$ cat config.mk
export PLATFORM = sky130hd
export DESIGN_NAME = tga_rle_pixel_decoder_flat
export DESIGN_NICKNAME = d
export VERILOG_FILES = /design/src/hdl/tga_pkg.sv /design/src/hdl/tga_if.sv /design/src/hdl/tga_rle_pixel_decoder.sv /design/src/hdl/tga_front.sv /design/src/hdl/tga_cmd_fifo.sv /design/src/hdl/tga_back.sv /design/src/flat_wrapper.sv
export SDC_FILE = /design/constraint.sdc
export NUM_CORES = 2
export LEC_CHECK = 0
export ABC_CLOCK_PERIOD_IN_PS = 8900
export BUFFER_PORTS_ARGS = -buffer_cell sky130_fd_sc_hd__buf_2
export CAP_MARGIN = 20
export CORE_ASPECT_RATIO = 0.75
export CORE_UTILIZATION = 45
export CTS_BUF_LIST = sky130_fd_sc_hd__clkbuf_16
export DETAILED_ROUTE_END_ITERATION = 8
export PLACE_DENSITY_LB_ADDON = 0.15
export SETUP_SLACK_MARGIN = 0.1
export SYNTH_ARGS = -nofsm -noshare
export SYNTH_HDL_FRONTEND = slang
export SYNTH_SLANG_ARGS = --single-unit
export TNS_END_PERCENT = 5
$ cat constraint.sdc
create_clock -name i_clk -period 8.9 [get_ports i_clk]
set_input_delay 1.78 -clock i_clk [delete_from_list [all_inputs] [get_ports i_clk]]
set_output_delay 1.78 -clock i_clk [all_outputs]
set_load 0.005 [all_outputs]
$ cat src/hdl/tga_pkg.sv
// ============================================================================
// tga_pkg
// shared types and constants of the tga run-length pixel decoder
// ============================================================================
`default_nettype none

package tga_pkg;

    // result kind codes as seen on the output channel
    typedef enum logic [1:0] {
        KIND_PIXEL    = 2'd0,
        KIND_HDR_OK   = 2'd1,
        KIND_BAD_TYPE = 2'd2,
        KIND_BAD_FMT  = 2'd3
    } t_kind;

    // alpha of pixels from 24-bit images
    localparam logic [7:0] ALPHA_OPAQUE = 8'hff;

    // one classified command from the parser to the segment generator
    typedef struct packed {
        t_kind       kind;
        logic [7:0]  count;   // pixels in a run, 1..128, pixel kind only
        logic [7:0]  red;
        logic [7:0]  green;
        logic [7:0]  blue;
        logic [7:0]  alpha;
        logic [15:0] width;   // header accepted only
        logic [15:0] height;  // header accepted only
        logic        flip;    // header accepted only
    } t_cmd;

    // command queue status
    typedef struct packed {
        logic full;
        logic empty;
    } t_q_stat;

endpackage

`default_nettype wire

$ cat src/hdl/tga_if.sv
// ============================================================================
// tga_in_if / tga_out_if
// valid/ready channels for file bytes in and decoded results out
// ============================================================================
`default_nettype none

interface tga_in_if;
    logic       valid;
    logic       ready;
    logic [7:0] data_byte;
    logic       start_of_file;

    modport source (output valid, data_byte, start_of_file, input ready);
    modport sink   (input valid, data_byte, start_of_file, output ready);
endinterface

interface tga_out_if;
    logic        valid;
    logic        ready;
    logic [1:0]  kind;
    logic [15:0] dest_row;
    logic [15:0] dest_col;
    logic [7:0]  seg_len;
    logic [7:0]  red;
    logic [7:0]  green;
    logic [7:0]  blue;
    logic [7:0]  alpha;
    logic [15:0] img_width;
    logic [15:0] img_height;
    logic        image_done;
    logic        last;

    modport source (output valid, kind, dest_row, dest_col, seg_len, red, green, blue,
                    alpha, img_width, img_height, image_done, last, input ready);
    modport sink   (input valid, kind, dest_row, dest_col, seg_len, red, green, blue,
                    alpha, img_width, img_height, image_done, last, output ready);
endinterface

`default_nettype wire

$ cat src/hdl/tga_rle_pixel_decoder.sv
// ============================================================================
// tga_rle_pixel_decoder
// streaming decoder for uncompressed and run-length tga images
// ============================================================================
// The block takes a tga file one byte per request on i_in_ch; start_of_file
// marks header byte 0 and restarts parsing from any point. On the last of the
// 18 header bytes it returns one verdict (header accepted with the
// dimensions, bad image type, or bad format), then skips the id field and
// returns pixels as rgba segments, one per destination row, with the vertical
// flip applied. A parser accepts one byte per cycle while the command queue
// has room; bytes that complete a pixel push one command. The segment
// generator loads a command and then gives its results in turn, taking the
// next command only after the last result of the current one, so a pixel of
// 3 or 4 bytes keeps up with the byte stream, while a run gives one result
// for each row that it touches; long runs over narrow rows fill the queue and
// hold off the input. Results wait in an output register, so a stalled sink
// does not stop parsing until the queue is full.
// ============================================================================
`default_nettype none

module tga_rle_pixel_decoder #(
    parameter int QUEUE_DEPTH = 4
) (
    input  logic      i_clk,
    input  logic      i_rst_n,
    tga_in_if.sink    i_in_ch,
    tga_out_if.source o_out_ch
);

    // parser to queue
    logic             w_push;
    tga_pkg::t_cmd    w_cmd_in;

    // queue to segment generator
    logic             w_pop;
    tga_pkg::t_cmd    w_cmd_out;
    tga_pkg::t_q_stat w_q_stat;

    // front: header checks, id skip, packet headers and pixel assembly;
    // it also counts pixels left so bytes after the image end are ignored
    tga_front u_front (
        .i_clk    (i_clk),
        .i_rst_n  (i_rst_n),
        .i_in_ch  (i_in_ch),
        .i_q_stat (w_q_stat),
        .o_push   (w_push),
        .o_cmd    (w_cmd_in)
    );

    // decouples byte intake from segment output
    tga_cmd_fifo #(
        .DEPTH (QUEUE_DEPTH)
    ) u_queue (
        .i_clk   (i_clk),
        .i_rst_n (i_rst_n),
        .i_push  (w_push),
        .i_cmd   (w_cmd_in),
        .i_pop   (w_pop),
        .o_cmd   (w_cmd_out),
        .o_stat  (w_q_stat)
    );

    // back: tracks column and source row, cuts runs at row ends
    tga_back u_back (
        .i_clk    (i_clk),
        .i_rst_n  (i_rst_n),
        .i_cmd    (w_cmd_out),
        .i_q_stat (w_q_stat),
        .o_pop    (w_pop),
        .o_out_ch (o_out_ch)
    );

endmodule

`default_nettype wire

$ cat src/hdl/tga_front.sv
// ============================================================================
// tga_front
// byte parser: header, id skip, packet and pixel assembly into run commands
// ============================================================================
`default_nettype none

module tga_front (
    input  logic             i_clk,
    input  logic             i_rst_n,
    tga_in_if.sink           i_in_ch,
    input  tga_pkg::t_q_stat i_q_stat,
    output logic             o_push,
    output tga_pkg::t_cmd    o_cmd
);

    typedef enum logic [3:0] {
        ST_IDLE   = 4'b0001,
        ST_HEADER = 4'b0010,
        ST_IDSKIP = 4'b0100,
        ST_PIXEL  = 4'b1000
    } t_state;

    // header byte offsets
    localparam logic [4:0] HDR_ID_LEN    = 5'd0;
    localparam logic [4:0] HDR_CMAP_TYPE = 5'd1;
    localparam logic [4:0] HDR_IMG_TYPE  = 5'd2;
    localparam logic [4:0] HDR_WIDTH_LO  = 5'd12;
    localparam logic [4:0] HDR_WIDTH_HI  = 5'd13;
    localparam logic [4:0] HDR_HEIGHT_LO = 5'd14;
    localparam logic [4:0] HDR_HEIGHT_HI = 5'd15;
    localparam logic [4:0] HDR_DEPTH     = 5'd16;
    localparam logic [4:0] HDR_DESC      = 5'd17;

    localparam logic [7:0]  TYPE_RAW  = 8'd2;
    localparam logic [7:0]  TYPE_RLE  = 8'd10;
    localparam logic [7:0]  DEPTH_24  = 8'd24;
    localparam logic [7:0]  DEPTH_32  = 8'd32;
    localparam logic [15:0] MIN_WIDTH = 16'd3;

    t_state      r_state,        n_state;
    logic [4:0]  r_hidx,         n_hidx;
    logic [7:0]  r_id_skip,      n_id_skip;
    logic        r_type_ok,      n_type_ok;
    logic        r_is_rle,       n_is_rle;
    logic        r_cmap,         n_cmap;
    logic        r_bpp_ok,       n_bpp_ok;
    logic        r_bpp4,         n_bpp4;
    logic [15:0] r_width,        n_width;
    logic [15:0] r_height,       n_height;
    logic [31:0] r_total,        n_total;
    logic [31:0] r_remaining,    n_remaining;
    logic [7:0]  r_packet_left,  n_packet_left;
    logic        r_packet_run,   n_packet_run;
    logic [1:0]  r_pix_idx,      n_pix_idx;
    logic [23:0] r_pix,          n_pix;

    logic        w_accept;
    t_state      w_state;
    logic [4:0]  w_hidx;
    logic [7:0]  w_byte;
    logic [23:0] w_pix;
    logic        w_pix_done;
    logic [7:0]  w_alpha;
    logic [7:0]  w_count;
    logic [7:0]  w_clip;
    logic [31:0] w_prod;

    assign i_in_ch.ready = !i_q_stat.full;
    assign w_prod        = r_width * r_height;

    always_comb begin
        n_state       = r_state;
        n_hidx        = r_hidx;
        n_id_skip     = r_id_skip;
        n_type_ok     = r_type_ok;
        n_is_rle      = r_is_rle;
        n_cmap        = r_cmap;
        n_bpp_ok      = r_bpp_ok;
        n_bpp4        = r_bpp4;
        n_width       = r_width;
        n_height      = r_height;
        n_total       = r_total;
        n_remaining   = r_remaining;
        n_packet_left = r_packet_left;
        n_packet_run  = r_packet_run;
        n_pix_idx     = r_pix_idx;
        n_pix         = r_pix;
        o_push        = 1'b0;
        o_cmd         = '0;

        w_accept = i_in_ch.valid && i_in_ch.ready;
        w_byte   = i_in_ch.data_byte;
        w_state  = i_in_ch.start_of_file ? ST_HEADER : r_state;
        w_hidx   = i_in_ch.start_of_file ? HDR_ID_LEN : r_hidx;

        // little-endian bgr gathering
        w_pix = r_pix;
        case (r_pix_idx)
            2'd0:    w_pix[7:0]   = w_byte;
            2'd1:    w_pix[15:8]  = w_byte;
            2'd2:    w_pix[23:16] = w_byte;
            default: ;
        endcase
        w_pix_done = r_bpp4 ? (r_pix_idx == 2'd3) : (r_pix_idx == 2'd2);
        w_alpha    = r_bpp4 ? w_byte : tga_pkg::ALPHA_OPAQUE;
        w_count    = (r_is_rle && r_packet_run) ? r_packet_left : 8'd1;
        // pixels past the end of the image are dropped
        w_clip     = ({24'd0, w_count} > r_remaining) ? r_remaining[7:0] : w_count;

        if (w_accept) begin
            unique case (w_state)
                ST_IDLE: ;
                ST_HEADER: begin
                    n_state = ST_HEADER;
                    unique case (w_hidx)
                        HDR_ID_LEN:    n_id_skip = w_byte;
                        HDR_CMAP_TYPE: n_cmap = (w_byte != 8'd0);
                        HDR_IMG_TYPE: begin
                            n_type_ok = (w_byte == TYPE_RAW) || (w_byte == TYPE_RLE);
                            n_is_rle  = (w_byte == TYPE_RLE);
                        end
                        HDR_WIDTH_LO:  n_width[7:0]   = w_byte;
                        HDR_WIDTH_HI:  n_width[15:8]  = w_byte;
                        HDR_HEIGHT_LO: n_height[7:0]  = w_byte;
                        HDR_HEIGHT_HI: n_height[15:8] = w_byte;
                        HDR_DEPTH: begin
                            n_bpp_ok = (w_byte == DEPTH_24) || (w_byte == DEPTH_32);
                            n_bpp4   = (w_byte == DEPTH_32);
                            n_total  = w_prod;
                        end
                        default: ;
                    endcase
                    if (w_hidx != HDR_DESC) begin
                        n_hidx = w_hidx + 5'd1;
                    end else begin
                        // verdict on the descriptor byte
                        o_push = 1'b1;
                        if (!r_type_ok) begin
                            o_cmd.kind = tga_pkg::KIND_BAD_TYPE;
                            n_state    = ST_IDLE;
                        end else if (r_cmap || !r_bpp_ok || (r_width < MIN_WIDTH)) begin
                            o_cmd.kind = tga_pkg::KIND_BAD_FMT;
                            n_state    = ST_IDLE;
                        end else begin
                            o_cmd.kind    = tga_pkg::KIND_HDR_OK;
                            o_cmd.width   = r_width;
                            o_cmd.height  = r_height;
                            o_cmd.flip    = w_byte[5];
                            n_remaining   = r_total;
                            n_packet_left = 8'd0;
                            n_pix_idx     = 2'd0;
                            if (r_height == 16'd0) begin
                                n_state = ST_IDLE;
                            end else if (r_id_skip != 8'd0) begin
                                n_state = ST_IDSKIP;
                            end else begin
                                n_state = ST_PIXEL;
                            end
                        end
                    end
                end
                ST_IDSKIP: begin
                    n_id_skip = r_id_skip - 8'd1;
                    if (r_id_skip == 8'd1) begin
                        n_state = ST_PIXEL;
                    end
                end
                ST_PIXEL: begin
                    if (r_is_rle && (r_packet_left == 8'd0)) begin
                        // packet header: low seven bits are count minus one
                        n_packet_left = {1'b0, w_byte[6:0]} + 8'd1;
                        n_packet_run  = w_byte[7];
                        n_pix_idx     = 2'd0;
                    end else if (w_pix_done) begin
                        n_pix_idx = 2'd0;
                        n_pix     = w_pix;
                        if (r_is_rle) begin
                            n_packet_left = r_packet_run ? 8'd0 : (r_packet_left - 8'd1);
                        end
                        n_remaining = r_remaining - {24'd0, w_clip};
                        if (r_remaining == {24'd0, w_clip}) begin
                            n_state = ST_IDLE;
                        end
                        o_push      = 1'b1;
                        o_cmd.kind  = tga_pkg::KIND_PIXEL;
                        o_cmd.count = w_clip;
                        o_cmd.red   = w_pix[23:16];
                        o_cmd.green = w_pix[15:8];
                        o_cmd.blue  = w_pix[7:0];
                        o_cmd.alpha = w_alpha;
                    end else begin
                        n_pix     = w_pix;
                        n_pix_idx = r_pix_idx + 2'd1;
                    end
                end
                default: n_state = ST_IDLE;
            endcase
        end
    end

    always_ff @(posedge i_clk) begin
        if (!i_rst_n) begin
            r_state       <= ST_IDLE;
            r_hidx        <= '0;
            r_id_skip     <= '0;
            r_type_ok     <= 1'b0;
            r_is_rle      <= 1'b0;
            r_cmap        <= 1'b0;
            r_bpp_ok      <= 1'b0;
            r_bpp4        <= 1'b0;
            r_width       <= '0;
            r_height      <= '0;
            r_total       <= '0;
            r_remaining   <= '0;
            r_packet_left <= '0;
            r_packet_run  <= 1'b0;
            r_pix_idx     <= '0;
            r_pix         <= '0;
        end else begin
            r_state       <= n_state;
            r_hidx        <= n_hidx;
            r_id_skip     <= n_id_skip;
            r_type_ok     <= n_type_ok;
            r_is_rle      <= n_is_rle;
            r_cmap        <= n_cmap;
            r_bpp_ok      <= n_bpp_ok;
            r_bpp4        <= n_bpp4;
            r_width       <= n_width;
            r_height      <= n_height;
            r_total       <= n_total;
            r_remaining   <= n_remaining;
            r_packet_left <= n_packet_left;
            r_packet_run  <= n_packet_run;
            r_pix_idx     <= n_pix_idx;
            r_pix         <= n_pix;
        end
    end

    // the decoder leaves pixel decoding as soon as the last pixel is counted
    a_pixel_has_room: assert property (@(posedge i_clk) disable iff (!i_rst_n)
        (r_state == ST_PIXEL) |-> (r_remaining != 32'd0))
        else $error("pixel state with no pixels left");

endmodule

`default_nettype wire

$ cat src/hdl/tga_cmd_fifo.sv
// ============================================================================
// tga_cmd_fifo
// short command queue between the byte parser and the segment generator
// ============================================================================
`default_nettype none

module tga_cmd_fifo #(
    parameter int DEPTH = 4
) (
    input  logic              i_clk,
    input  logic              i_rst_n,
    input  logic              i_push,
    input  tga_pkg::t_cmd     i_cmd,
    input  logic              i_pop,
    output tga_pkg::t_cmd     o_cmd,
    output tga_pkg::t_q_stat  o_stat
);

    localparam int PTR_W = (DEPTH > 1) ? $clog2(DEPTH) : 1;
    localparam int CNT_W = $clog2(DEPTH + 1);
    localparam logic [PTR_W-1:0] PTR_LAST = PTR_W'(DEPTH - 1);
    localparam logic [CNT_W-1:0] CNT_FULL = CNT_W'(DEPTH);

    tga_pkg::t_cmd    r_mem [DEPTH];
    logic [PTR_W-1:0] r_wr_ptr, n_wr_ptr;
    logic [PTR_W-1:0] r_rd_ptr, n_rd_ptr;
    logic [CNT_W-1:0] r_count,  n_count;

    assign o_cmd        = r_mem[r_rd_ptr];
    assign o_stat.full  = (r_count == CNT_FULL);
    assign o_stat.empty = (r_count == '0);

    always_comb begin
        n_wr_ptr = r_wr_ptr;
        n_rd_ptr = r_rd_ptr;
        n_count  = r_count;
        if (i_push) begin
            n_wr_ptr = (r_wr_ptr == PTR_LAST) ? '0 : (r_wr_ptr + 1'b1);
        end
        if (i_pop) begin
            n_rd_ptr = (r_rd_ptr == PTR_LAST) ? '0 : (r_rd_ptr + 1'b1);
        end
        if (i_push && !i_pop) begin
            n_count = r_count + 1'b1;
        end else if (!i_push && i_pop) begin
            n_count = r_count - 1'b1;
        end
    end

    always_ff @(posedge i_clk) begin
        if (i_push) begin
            r_mem[r_wr_ptr] <= i_cmd;
        end
    end

    always_ff @(posedge i_clk) begin
        if (!i_rst_n) begin
            r_wr_ptr <= '0;
            r_rd_ptr <= '0;
            r_count  <= '0;
        end else begin
            r_wr_ptr <= n_wr_ptr;
            r_rd_ptr <= n_rd_ptr;
            r_count  <= n_count;
        end
    end

    a_no_overflow: assert property (@(posedge i_clk) disable iff (!i_rst_n)
        i_push |-> (!o_stat.full || i_pop))
        else $error("command queue overflow");

endmodule

`default_nettype wire

$ cat src/hdl/tga_back.sv
// ============================================================================
// tga_back
// segment generator: splits runs at row ends and applies the vertical flip
// ============================================================================
`default_nettype none

module tga_back (
    input  logic             i_clk,
    input  logic             i_rst_n,
    input  tga_pkg::t_cmd    i_cmd,
    input  tga_pkg::t_q_stat i_q_stat,
    output logic             o_pop,
    tga_out_if.source        o_out_ch
);

    typedef struct packed {
        tga_pkg::t_kind kind;
        logic [15:0]    dest_row;
        logic [15:0]    dest_col;
        logic [7:0]     seg_len;
        logic [7:0]     red;
        logic [7:0]     green;
        logic [7:0]     blue;
        logic [7:0]     alpha;
        logic [15:0]    img_width;
        logic [15:0]    img_height;
        logic           image_done;
        logic           last;
    } t_res;

    logic          r_busy;
    tga_pkg::t_cmd r_cur;
    logic [7:0]    r_left;
    logic [15:0]   r_col;
    logic [15:0]   r_row;     // source row, counts down to zero
    logic [15:0]   r_w;
    logic [15:0]   r_h;
    logic          r_flip;
    logic          r_out_valid;
    t_res          r_res, n_res;

    logic          w_free;
    logic          w_load;
    logic          w_fire;
    logic [15:0]   w_room;
    logic [7:0]    w_seg;
    logic [16:0]   w_next_col;
    logic          w_wrap;
    logic [7:0]    w_left_n;
    logic [15:0]   w_dest_row;

    assign w_free     = !r_out_valid || o_out_ch.ready;
    assign w_load     = !r_busy && !i_q_stat.empty;
    assign w_fire     = r_busy && w_free;
    assign o_pop      = w_load;

    assign w_room     = r_w - r_col;
    assign w_seg      = ({8'd0, r_left} < w_room) ? r_left : w_room[7:0];
    assign w_next_col = {1'b0, r_col} + {9'd0, w_seg};
    assign w_wrap     = (w_next_col >= {1'b0, r_w});
    assign w_left_n   = r_left - w_seg;
    assign w_dest_row = r_flip ? (r_h - 16'd1 - r_row) : r_row;

    always_comb begin
        n_res      = '0;
        n_res.kind = r_cur.kind;
        n_res.last = 1'b1;
        unique case (r_cur.kind)
            tga_pkg::KIND_PIXEL: begin
                n_res.dest_row   = w_dest_row;
                n_res.dest_col   = r_col;
                n_res.seg_len    = w_seg;
                n_res.red        = r_cur.red;
                n_res.green      = r_cur.green;
                n_res.blue       = r_cur.blue;
                n_res.alpha      = r_cur.alpha;
                n_res.image_done = w_wrap && (r_row == 16'd0);
                n_res.last       = (w_left_n == 8'd0);
            end
            tga_pkg::KIND_HDR_OK: begin
                n_res.img_width  = r_cur.width;
                n_res.img_height = r_cur.height;
            end
            default: ;
        endcase
    end

    always_ff @(posedge i_clk) begin
        if (!i_rst_n) begin
            r_busy      <= 1'b0;
            r_cur       <= '0;
            r_left      <= '0;
            r_col       <= '0;
            r_row       <= '0;
            r_w         <= '0;
            r_h         <= '0;
            r_flip      <= 1'b0;
            r_out_valid <= 1'b0;
            r_res       <= '0;
        end else begin
            if (w_load) begin
                r_busy <= 1'b1;
                r_cur  <= i_cmd;
                r_left <= i_cmd.count;
            end
            if (w_fire) begin
                r_res <= n_res;
                if (n_res.last) begin
                    r_busy <= 1'b0;
                end
                if (r_cur.kind == tga_pkg::KIND_PIXEL) begin
                    r_left <= w_left_n;
                    if (w_wrap) begin
                        r_col <= '0;
                        r_row <= r_row - 16'd1;
                    end else begin
                        r_col <= w_next_col[15:0];
                    end
                end else if (r_cur.kind == tga_pkg::KIND_HDR_OK) begin
                    r_w    <= r_cur.width;
                    r_h    <= r_cur.height;
                    r_flip <= r_cur.flip;
                    r_col  <= '0;
                    r_row  <= r_cur.height - 16'd1;
                end
            end
            if (w_fire) begin
                r_out_valid <= 1'b1;
            end else if (o_out_ch.ready) begin
                r_out_valid <= 1'b0;
            end
        end
    end

    assign o_out_ch.valid      = r_out_valid;
    assign o_out_ch.kind       = r_res.kind;
    assign o_out_ch.dest_row   = r_res.dest_row;
    assign o_out_ch.dest_col   = r_res.dest_col;
    assign o_out_ch.seg_len    = r_res.seg_len;
    assign o_out_ch.red        = r_res.red;
    assign o_out_ch.green      = r_res.green;
    assign o_out_ch.blue       = r_res.blue;
    assign o_out_ch.alpha      = r_res.alpha;
    assign o_out_ch.img_width  = r_res.img_width;
    assign o_out_ch.img_height = r_res.img_height;
    assign o_out_ch.image_done = r_res.image_done;
    assign o_out_ch.last       = r_res.last;

    a_run_not_empty: assert property (@(posedge i_clk) disable iff (!i_rst_n)
        (r_busy && (r_cur.kind == tga_pkg::KIND_PIXEL)) |-> (r_left != 8'd0))
        else $error("pixel run in progress with zero pixels left");

    a_done_is_last: assert property (@(posedge i_clk) disable iff (!i_rst_n)
        (r_out_valid && (r_res.kind == tga_pkg::KIND_PIXEL) && r_res.image_done)
            |-> r_res.last)
        else $error("final pixel segment not closing its request");

endmodule

`default_nettype wire

$ cat src/flat_wrapper.sv
// flat-port wrapper written by rule: the top's interface ports become plain ports
module tga_rle_pixel_decoder_flat 
#(
    parameter int QUEUE_DEPTH = 4
)
  (i_clk, i_rst_n, i_in_ch_valid, i_in_ch_data_byte, i_in_ch_start_of_file, i_in_ch_ready, o_out_ch_valid, o_out_ch_kind, o_out_ch_dest_row, o_out_ch_dest_col, o_out_ch_seg_len, o_out_ch_red, o_out_ch_green, o_out_ch_blue, o_out_ch_alpha, o_out_ch_img_width, o_out_ch_img_height, o_out_ch_image_done, o_out_ch_last, o_out_ch_ready);
  tga_in_if i_in_ch_i ();
  tga_out_if o_out_ch_i ();
  input  logic i_clk;
  input  logic i_rst_n;
  input wire logic [$bits(i_in_ch_i.valid)-1:0] i_in_ch_valid;
  input wire logic [$bits(i_in_ch_i.data_byte)-1:0] i_in_ch_data_byte;
  input wire logic [$bits(i_in_ch_i.start_of_file)-1:0] i_in_ch_start_of_file;
  output wire logic [$bits(i_in_ch_i.ready)-1:0] i_in_ch_ready;
  output wire logic [$bits(o_out_ch_i.valid)-1:0] o_out_ch_valid;
  output wire logic [$bits(o_out_ch_i.kind)-1:0] o_out_ch_kind;
  output wire logic [$bits(o_out_ch_i.dest_row)-1:0] o_out_ch_dest_row;
  output wire logic [$bits(o_out_ch_i.dest_col)-1:0] o_out_ch_dest_col;
  output wire logic [$bits(o_out_ch_i.seg_len)-1:0] o_out_ch_seg_len;
  output wire logic [$bits(o_out_ch_i.red)-1:0] o_out_ch_red;
  output wire logic [$bits(o_out_ch_i.green)-1:0] o_out_ch_green;
  output wire logic [$bits(o_out_ch_i.blue)-1:0] o_out_ch_blue;
  output wire logic [$bits(o_out_ch_i.alpha)-1:0] o_out_ch_alpha;
  output wire logic [$bits(o_out_ch_i.img_width)-1:0] o_out_ch_img_width;
  output wire logic [$bits(o_out_ch_i.img_height)-1:0] o_out_ch_img_height;
  output wire logic [$bits(o_out_ch_i.image_done)-1:0] o_out_ch_image_done;
  output wire logic [$bits(o_out_ch_i.last)-1:0] o_out_ch_last;
  input wire logic [$bits(o_out_ch_i.ready)-1:0] o_out_ch_ready;
  assign i_in_ch_i.valid = i_in_ch_valid;
  assign i_in_ch_i.data_byte = i_in_ch_data_byte;
  assign i_in_ch_i.start_of_file = i_in_ch_start_of_file;
  assign i_in_ch_ready = i_in_ch_i.ready;
  assign o_out_ch_valid = o_out_ch_i.valid;
  assign o_out_ch_kind = o_out_ch_i.kind;
  assign o_out_ch_dest_row = o_out_ch_i.dest_row;
  assign o_out_ch_dest_col = o_out_ch_i.dest_col;
  assign o_out_ch_seg_len = o_out_ch_i.seg_len;
  assign o_out_ch_red = o_out_ch_i.red;
  assign o_out_ch_green = o_out_ch_i.green;
  assign o_out_ch_blue = o_out_ch_i.blue;
  assign o_out_ch_alpha = o_out_ch_i.alpha;
  assign o_out_ch_img_width = o_out_ch_i.img_width;
  assign o_out_ch_img_height = o_out_ch_i.img_height;
  assign o_out_ch_image_done = o_out_ch_i.image_done;
  assign o_out_ch_last = o_out_ch_i.last;
  assign o_out_ch_i.ready = o_out_ch_ready;
  tga_rle_pixel_decoder #(.QUEUE_DEPTH(QUEUE_DEPTH)) u_core (.i_clk(i_clk), .i_rst_n(i_rst_n), .i_in_ch(i_in_ch_i), .o_out_ch(o_out_ch_i));
endmodule
==> metrics <==
final-stage net count=4,468; Reg clk slew, reported paths=60 ps; Slew HR=23.9%; Max-Cap Viols=0; core box area=88,100 µm²; drc violations=0; min Tclk post-route=8140 ps; GRT Total Usage=24.0%; Worst Tran Pin Value=1140 ps; wire per inst=20.4 µm; DP HPWL=73,700 µm; total grt overflow=0; Area growth, synth to finish=10.6%; chip width=347 µm; die area=90,600 µm²; Synth Area in Compound Gates=12.0%; mapped cell area=40,200 µm²; routed wire length=107,000 µm; RePlAce Congestion=0.916; ys flop type=dfxtp_1; post-synthesis mux area share=6.28%; clock root cell=clkbuf_16; FFs w/ async S/R, synth=0%; number of flops mapped to enable cells by yosys=300; initial drt markers=2,380; CTS Buf Count=73; Final Max Slew Viols=0; ant diodes=0; first-pass iteration count of the detailed router=5; Synthesis Warnings=0; cell with the largest stage delay on the worst path=nor3_2; top post-synthesis cells by area=edfxtp_1 22%, dfxtp_1 20%, fa_1 9.9%; clk sinks=712; vias in the first global route=28,500; CP arrival=8650 ps; Fin. Hold Viols=0; Gate Count Post-Synth=4,026; RSZ-0062 raised after global routing=no; Setup Viol. Count Final=0; layout cell share with drive strength beyond 1=10.4%; R2R Setup Slk=760 ps; Critical R2R Capture=u_core.u_back.r_row[8]$_SDFFE_PN0P_; synthesized area per cell=10.0 µm²; clock tree buffer depth=3; largest family of logic cells by synthesized area=adder cells; worst IR drop on VDD=0.000444 V; vias=29,300; Critical Path Start=u_core.u_back.r_col[0]$_SDFFE_PN0P_; min-delay worst type=reg -> reg; Max Fclk=123 MHz; DR vias/cell=5.57; worst reg2reg path startpoint=u_core.u_back.r_col[0]$_SDFFE_PN0P_; syn_nets=4,449; Synth Area in Adders=16.5%; final instance area=44,500 µm²; largest fanout on the critical path=17; HP Start=u_core.u_back.o_out_ch.dest_col[13]$_SDFFE_PN0P_; CTS H-tree lvls=3; Synth area leader=edfxtp_1; Seq/Total Area, Yosys=42.9%; I/O Pins=123; CTS tree=yes; #FFs+latches synth=712; simple-gate share of the synthesized area=15.2%; Initial Util=45.7%; largest net degree at the start of global routing=127; Distinct cells, synth=89; status=finished, final reports clean; Die H=261 µm; Worst Path Required=9410 ps; worst-case reg-to-reg path depth=37; Startpoint Class=flip-flop; port bufs=122; Setup crit end=u_core.u_back.r_row[8]$_SDFFE_PN0P_; CP Capture Type=flip-flop; first-pass GRT wire length=171,000 µm; pwr/cell area=258 nW/µm²; Hold WS=444 ps; Synth top area share=22.4%; Filler cells=8,111; max incr delay on CP=600 ps; crit path kind=reg -> reg; initial antenna violation count=0; Rows=94; fin crit share=91.5%; Clock Latency Late Sink=640 ps; Lkg Pwr=0.0175 µW; ANT nets after route=0; post-synthesis xor/xnor area fraction=1.72%; placed inst area=42,000 µm²; setup tns final=0 ps; Final Skew=30.1 ps
cells in the mapped netlist, types with 8 or more instances:
library cell	number
a211oi_1	19
a21o_1	35
a21oi_1	309
a22o_1	74
a31o_2	8
a31oi_1	23
and2_1	169
and3_1	28
buf_1	23
clkbuf_1	214
dfxtp_1	412
edfxtp_1	300
fa_1	200
ha_1	210
inv_1	339
mux2i_1	80
mux4_2	75
nand2_1	571
nand2b_1	19
nand3_1	89
nand4_1	23
nor2_1	226
nor2b_1	29
nor3_1	79
nor4_1	18
o211ai_1	20
o21a_1	19
o21ai_0	146
o21bai_1	11
o31ai_1	12
or2_2	9
or3_1	19
xnor2_1	58
xor2_1	21
per-layer routing:
metal	track usage, %	routed length, µm	up-vias
li1	-	-	14000
met1	36.8	53500	14400
met2	35.5	45900	780
met3	3.57	5970	114
met4	5.65	2010	0
met5	0	0	-
worst min-delay path by stage:
stage,end,slack [ps],cells past startpoint
2_1_floorplan,u_core.u_front.r_remaining[27]$_SDFFE_PN0P_,420,1
3_3_place_gp,u_core.u_back.o_out_ch.dest_row[1]$_SDFFE_PN0P_,430,2
3_5_place_dp,u_core.u_back.o_out_ch.dest_col[13]$_SDFFE_PN0P_,440,2
4_1_cts,u_core.u_back.o_out_ch.dest_col[13]$_SDFFE_PN0P_,450,2
5_1_grt,u_core.u_front.r_remaining[27]$_SDFFE_PN0P_,460,1
6_report,u_core.u_back.o_out_ch.dest_col[13]$_SDFFE_PN0P_,440,2
registers in the layout (all words and copies together), names as in the netlist, 8 cells and up, named ones only:
name	cells
u_core.u_back.o_out_ch.img_height	16
u_core.u_back.r_left	8
u_core.u_front.r_total	32
u_core.u_back.o_out_ch.red	8
u_core.u_back.o_out_ch.dest_col	16
u_core.u_front.r_pix	24
u_core.u_back.r_row	16
u_core.u_back.o_out_ch.img_width	16
u_core.u_front.r_width	16
u_core.u_back.o_out_ch.blue	8
u_core.u_front.r_remaining	32
u_core.u_front.r_height	16
u_core.u_back.o_out_ch.green	8
u_core.u_back.r_cur	65
u_core.u_front.r_packet_left	8
u_core.u_back.r_col	16
u_core.u_back.r_h	16
u_core.u_back.o_out_ch.seg_len	8
u_core.u_queue.r_mem	300
u_core.u_back.r_w	16
u_core.u_front.r_id_skip	8
u_core.u_back.o_out_ch.alpha	8
u_core.u_back.o_out_ch.dest_row	16
worst max-delay path, delay by kind of cell, from the launching register on:
family	cells	cell delay [ps]
AO/OA/AOI/OAI	19	3670
adder cells (fa/ha/maj)	6	1920
AND/OR/NAND/NOR	8	1550
flip-flops	1	400
XOR/XNOR	2	310
buffers and inverters	2	110
stage by stage:
step / utilization (%) / power, µW / setup WS [ps] / cells
2_1_floorplan: - / 7050 / 1310 / 4026
3_3_place_gp: 47.7 / 8280 / 613 / 5120
3_5_place_dp: 47.7 / 8300 / 484 / 5120
4_1_cts: 50.5 / 11500 / 413 / 5254
5_1_grt: 50.5 / 12200 / 109 / 5256
6_report: 50.5 / 11500 / 760 / 5256
what timing repair did:
action	in CTS	in global routing
endpoints found under the setup margin	0	33
gates resized for setup	0	6
setup buffers	0	0
hold buffers	0	0
hold endpoints to repair	0	0
cells by family (layout without fill, tap and decap cells):
kind of cell,count (synthesis),count (layout)
flip-flops,712,712
multiplexers,158,158
XOR/XNOR,79,79
AO/OA/AOI/OAI,768,768
AND/OR/NAND/NOR,1315,1315
adder cells (fa/ha/maj),410,410
buffers and inverters,584,662
cell usage in the layout, fill, tap and decap left out, drive strengths merged, types with 8 or more instances in the layout:
master / instances
nand2: 571
dfxtp: 412
inv: 367
a21oi: 310
edfxtp: 300
nor2: 227
ha: 210
fa: 200
buf: 188
and2: 171
o21ai: 150
nand3: 89
mux2i: 81
nor3: 81
clkbuf: 78
mux4: 75
a22o: 74
xnor2: 58
a21o: 35
nor2b: 29
and3: 28
a31oi: 24
nand4: 23
xor2: 21
o211ai: 20
or3: 20
nand2b: 19
a211oi: 19
o21a: 19
nor4: 19
clkinv: 17
o31ai: 13
o21bai: 11
or2: 10
bufinv: 9
a31o: 8
o41ai: 8
power by group:
part	switching [µW]	internal [µW]	total (µW)	leakage, µW
sequential	338	3610	3950	0.00565
clock	1340	1860	3200	0.00129
combinational	2700	1630	4330	0.0105
layout make-up:
class / count / area (µm²) / share of cell area [%]
Multi-Input combinational cell: 2730 / 20900 / 46.9
Inverter: 340 / 1280 / 2.88
Timing Repair Buffer: 188 / 1170 / 2.63
Clock inverter: 56 / 536 / 1.20
Sequential cell: 712 / 17300 / 38.8
Tap cell: 1152 / 1440 / 3.24
Clock buffer: 78 / 1950 / 4.39
Power figures use the tool's default switching activity.
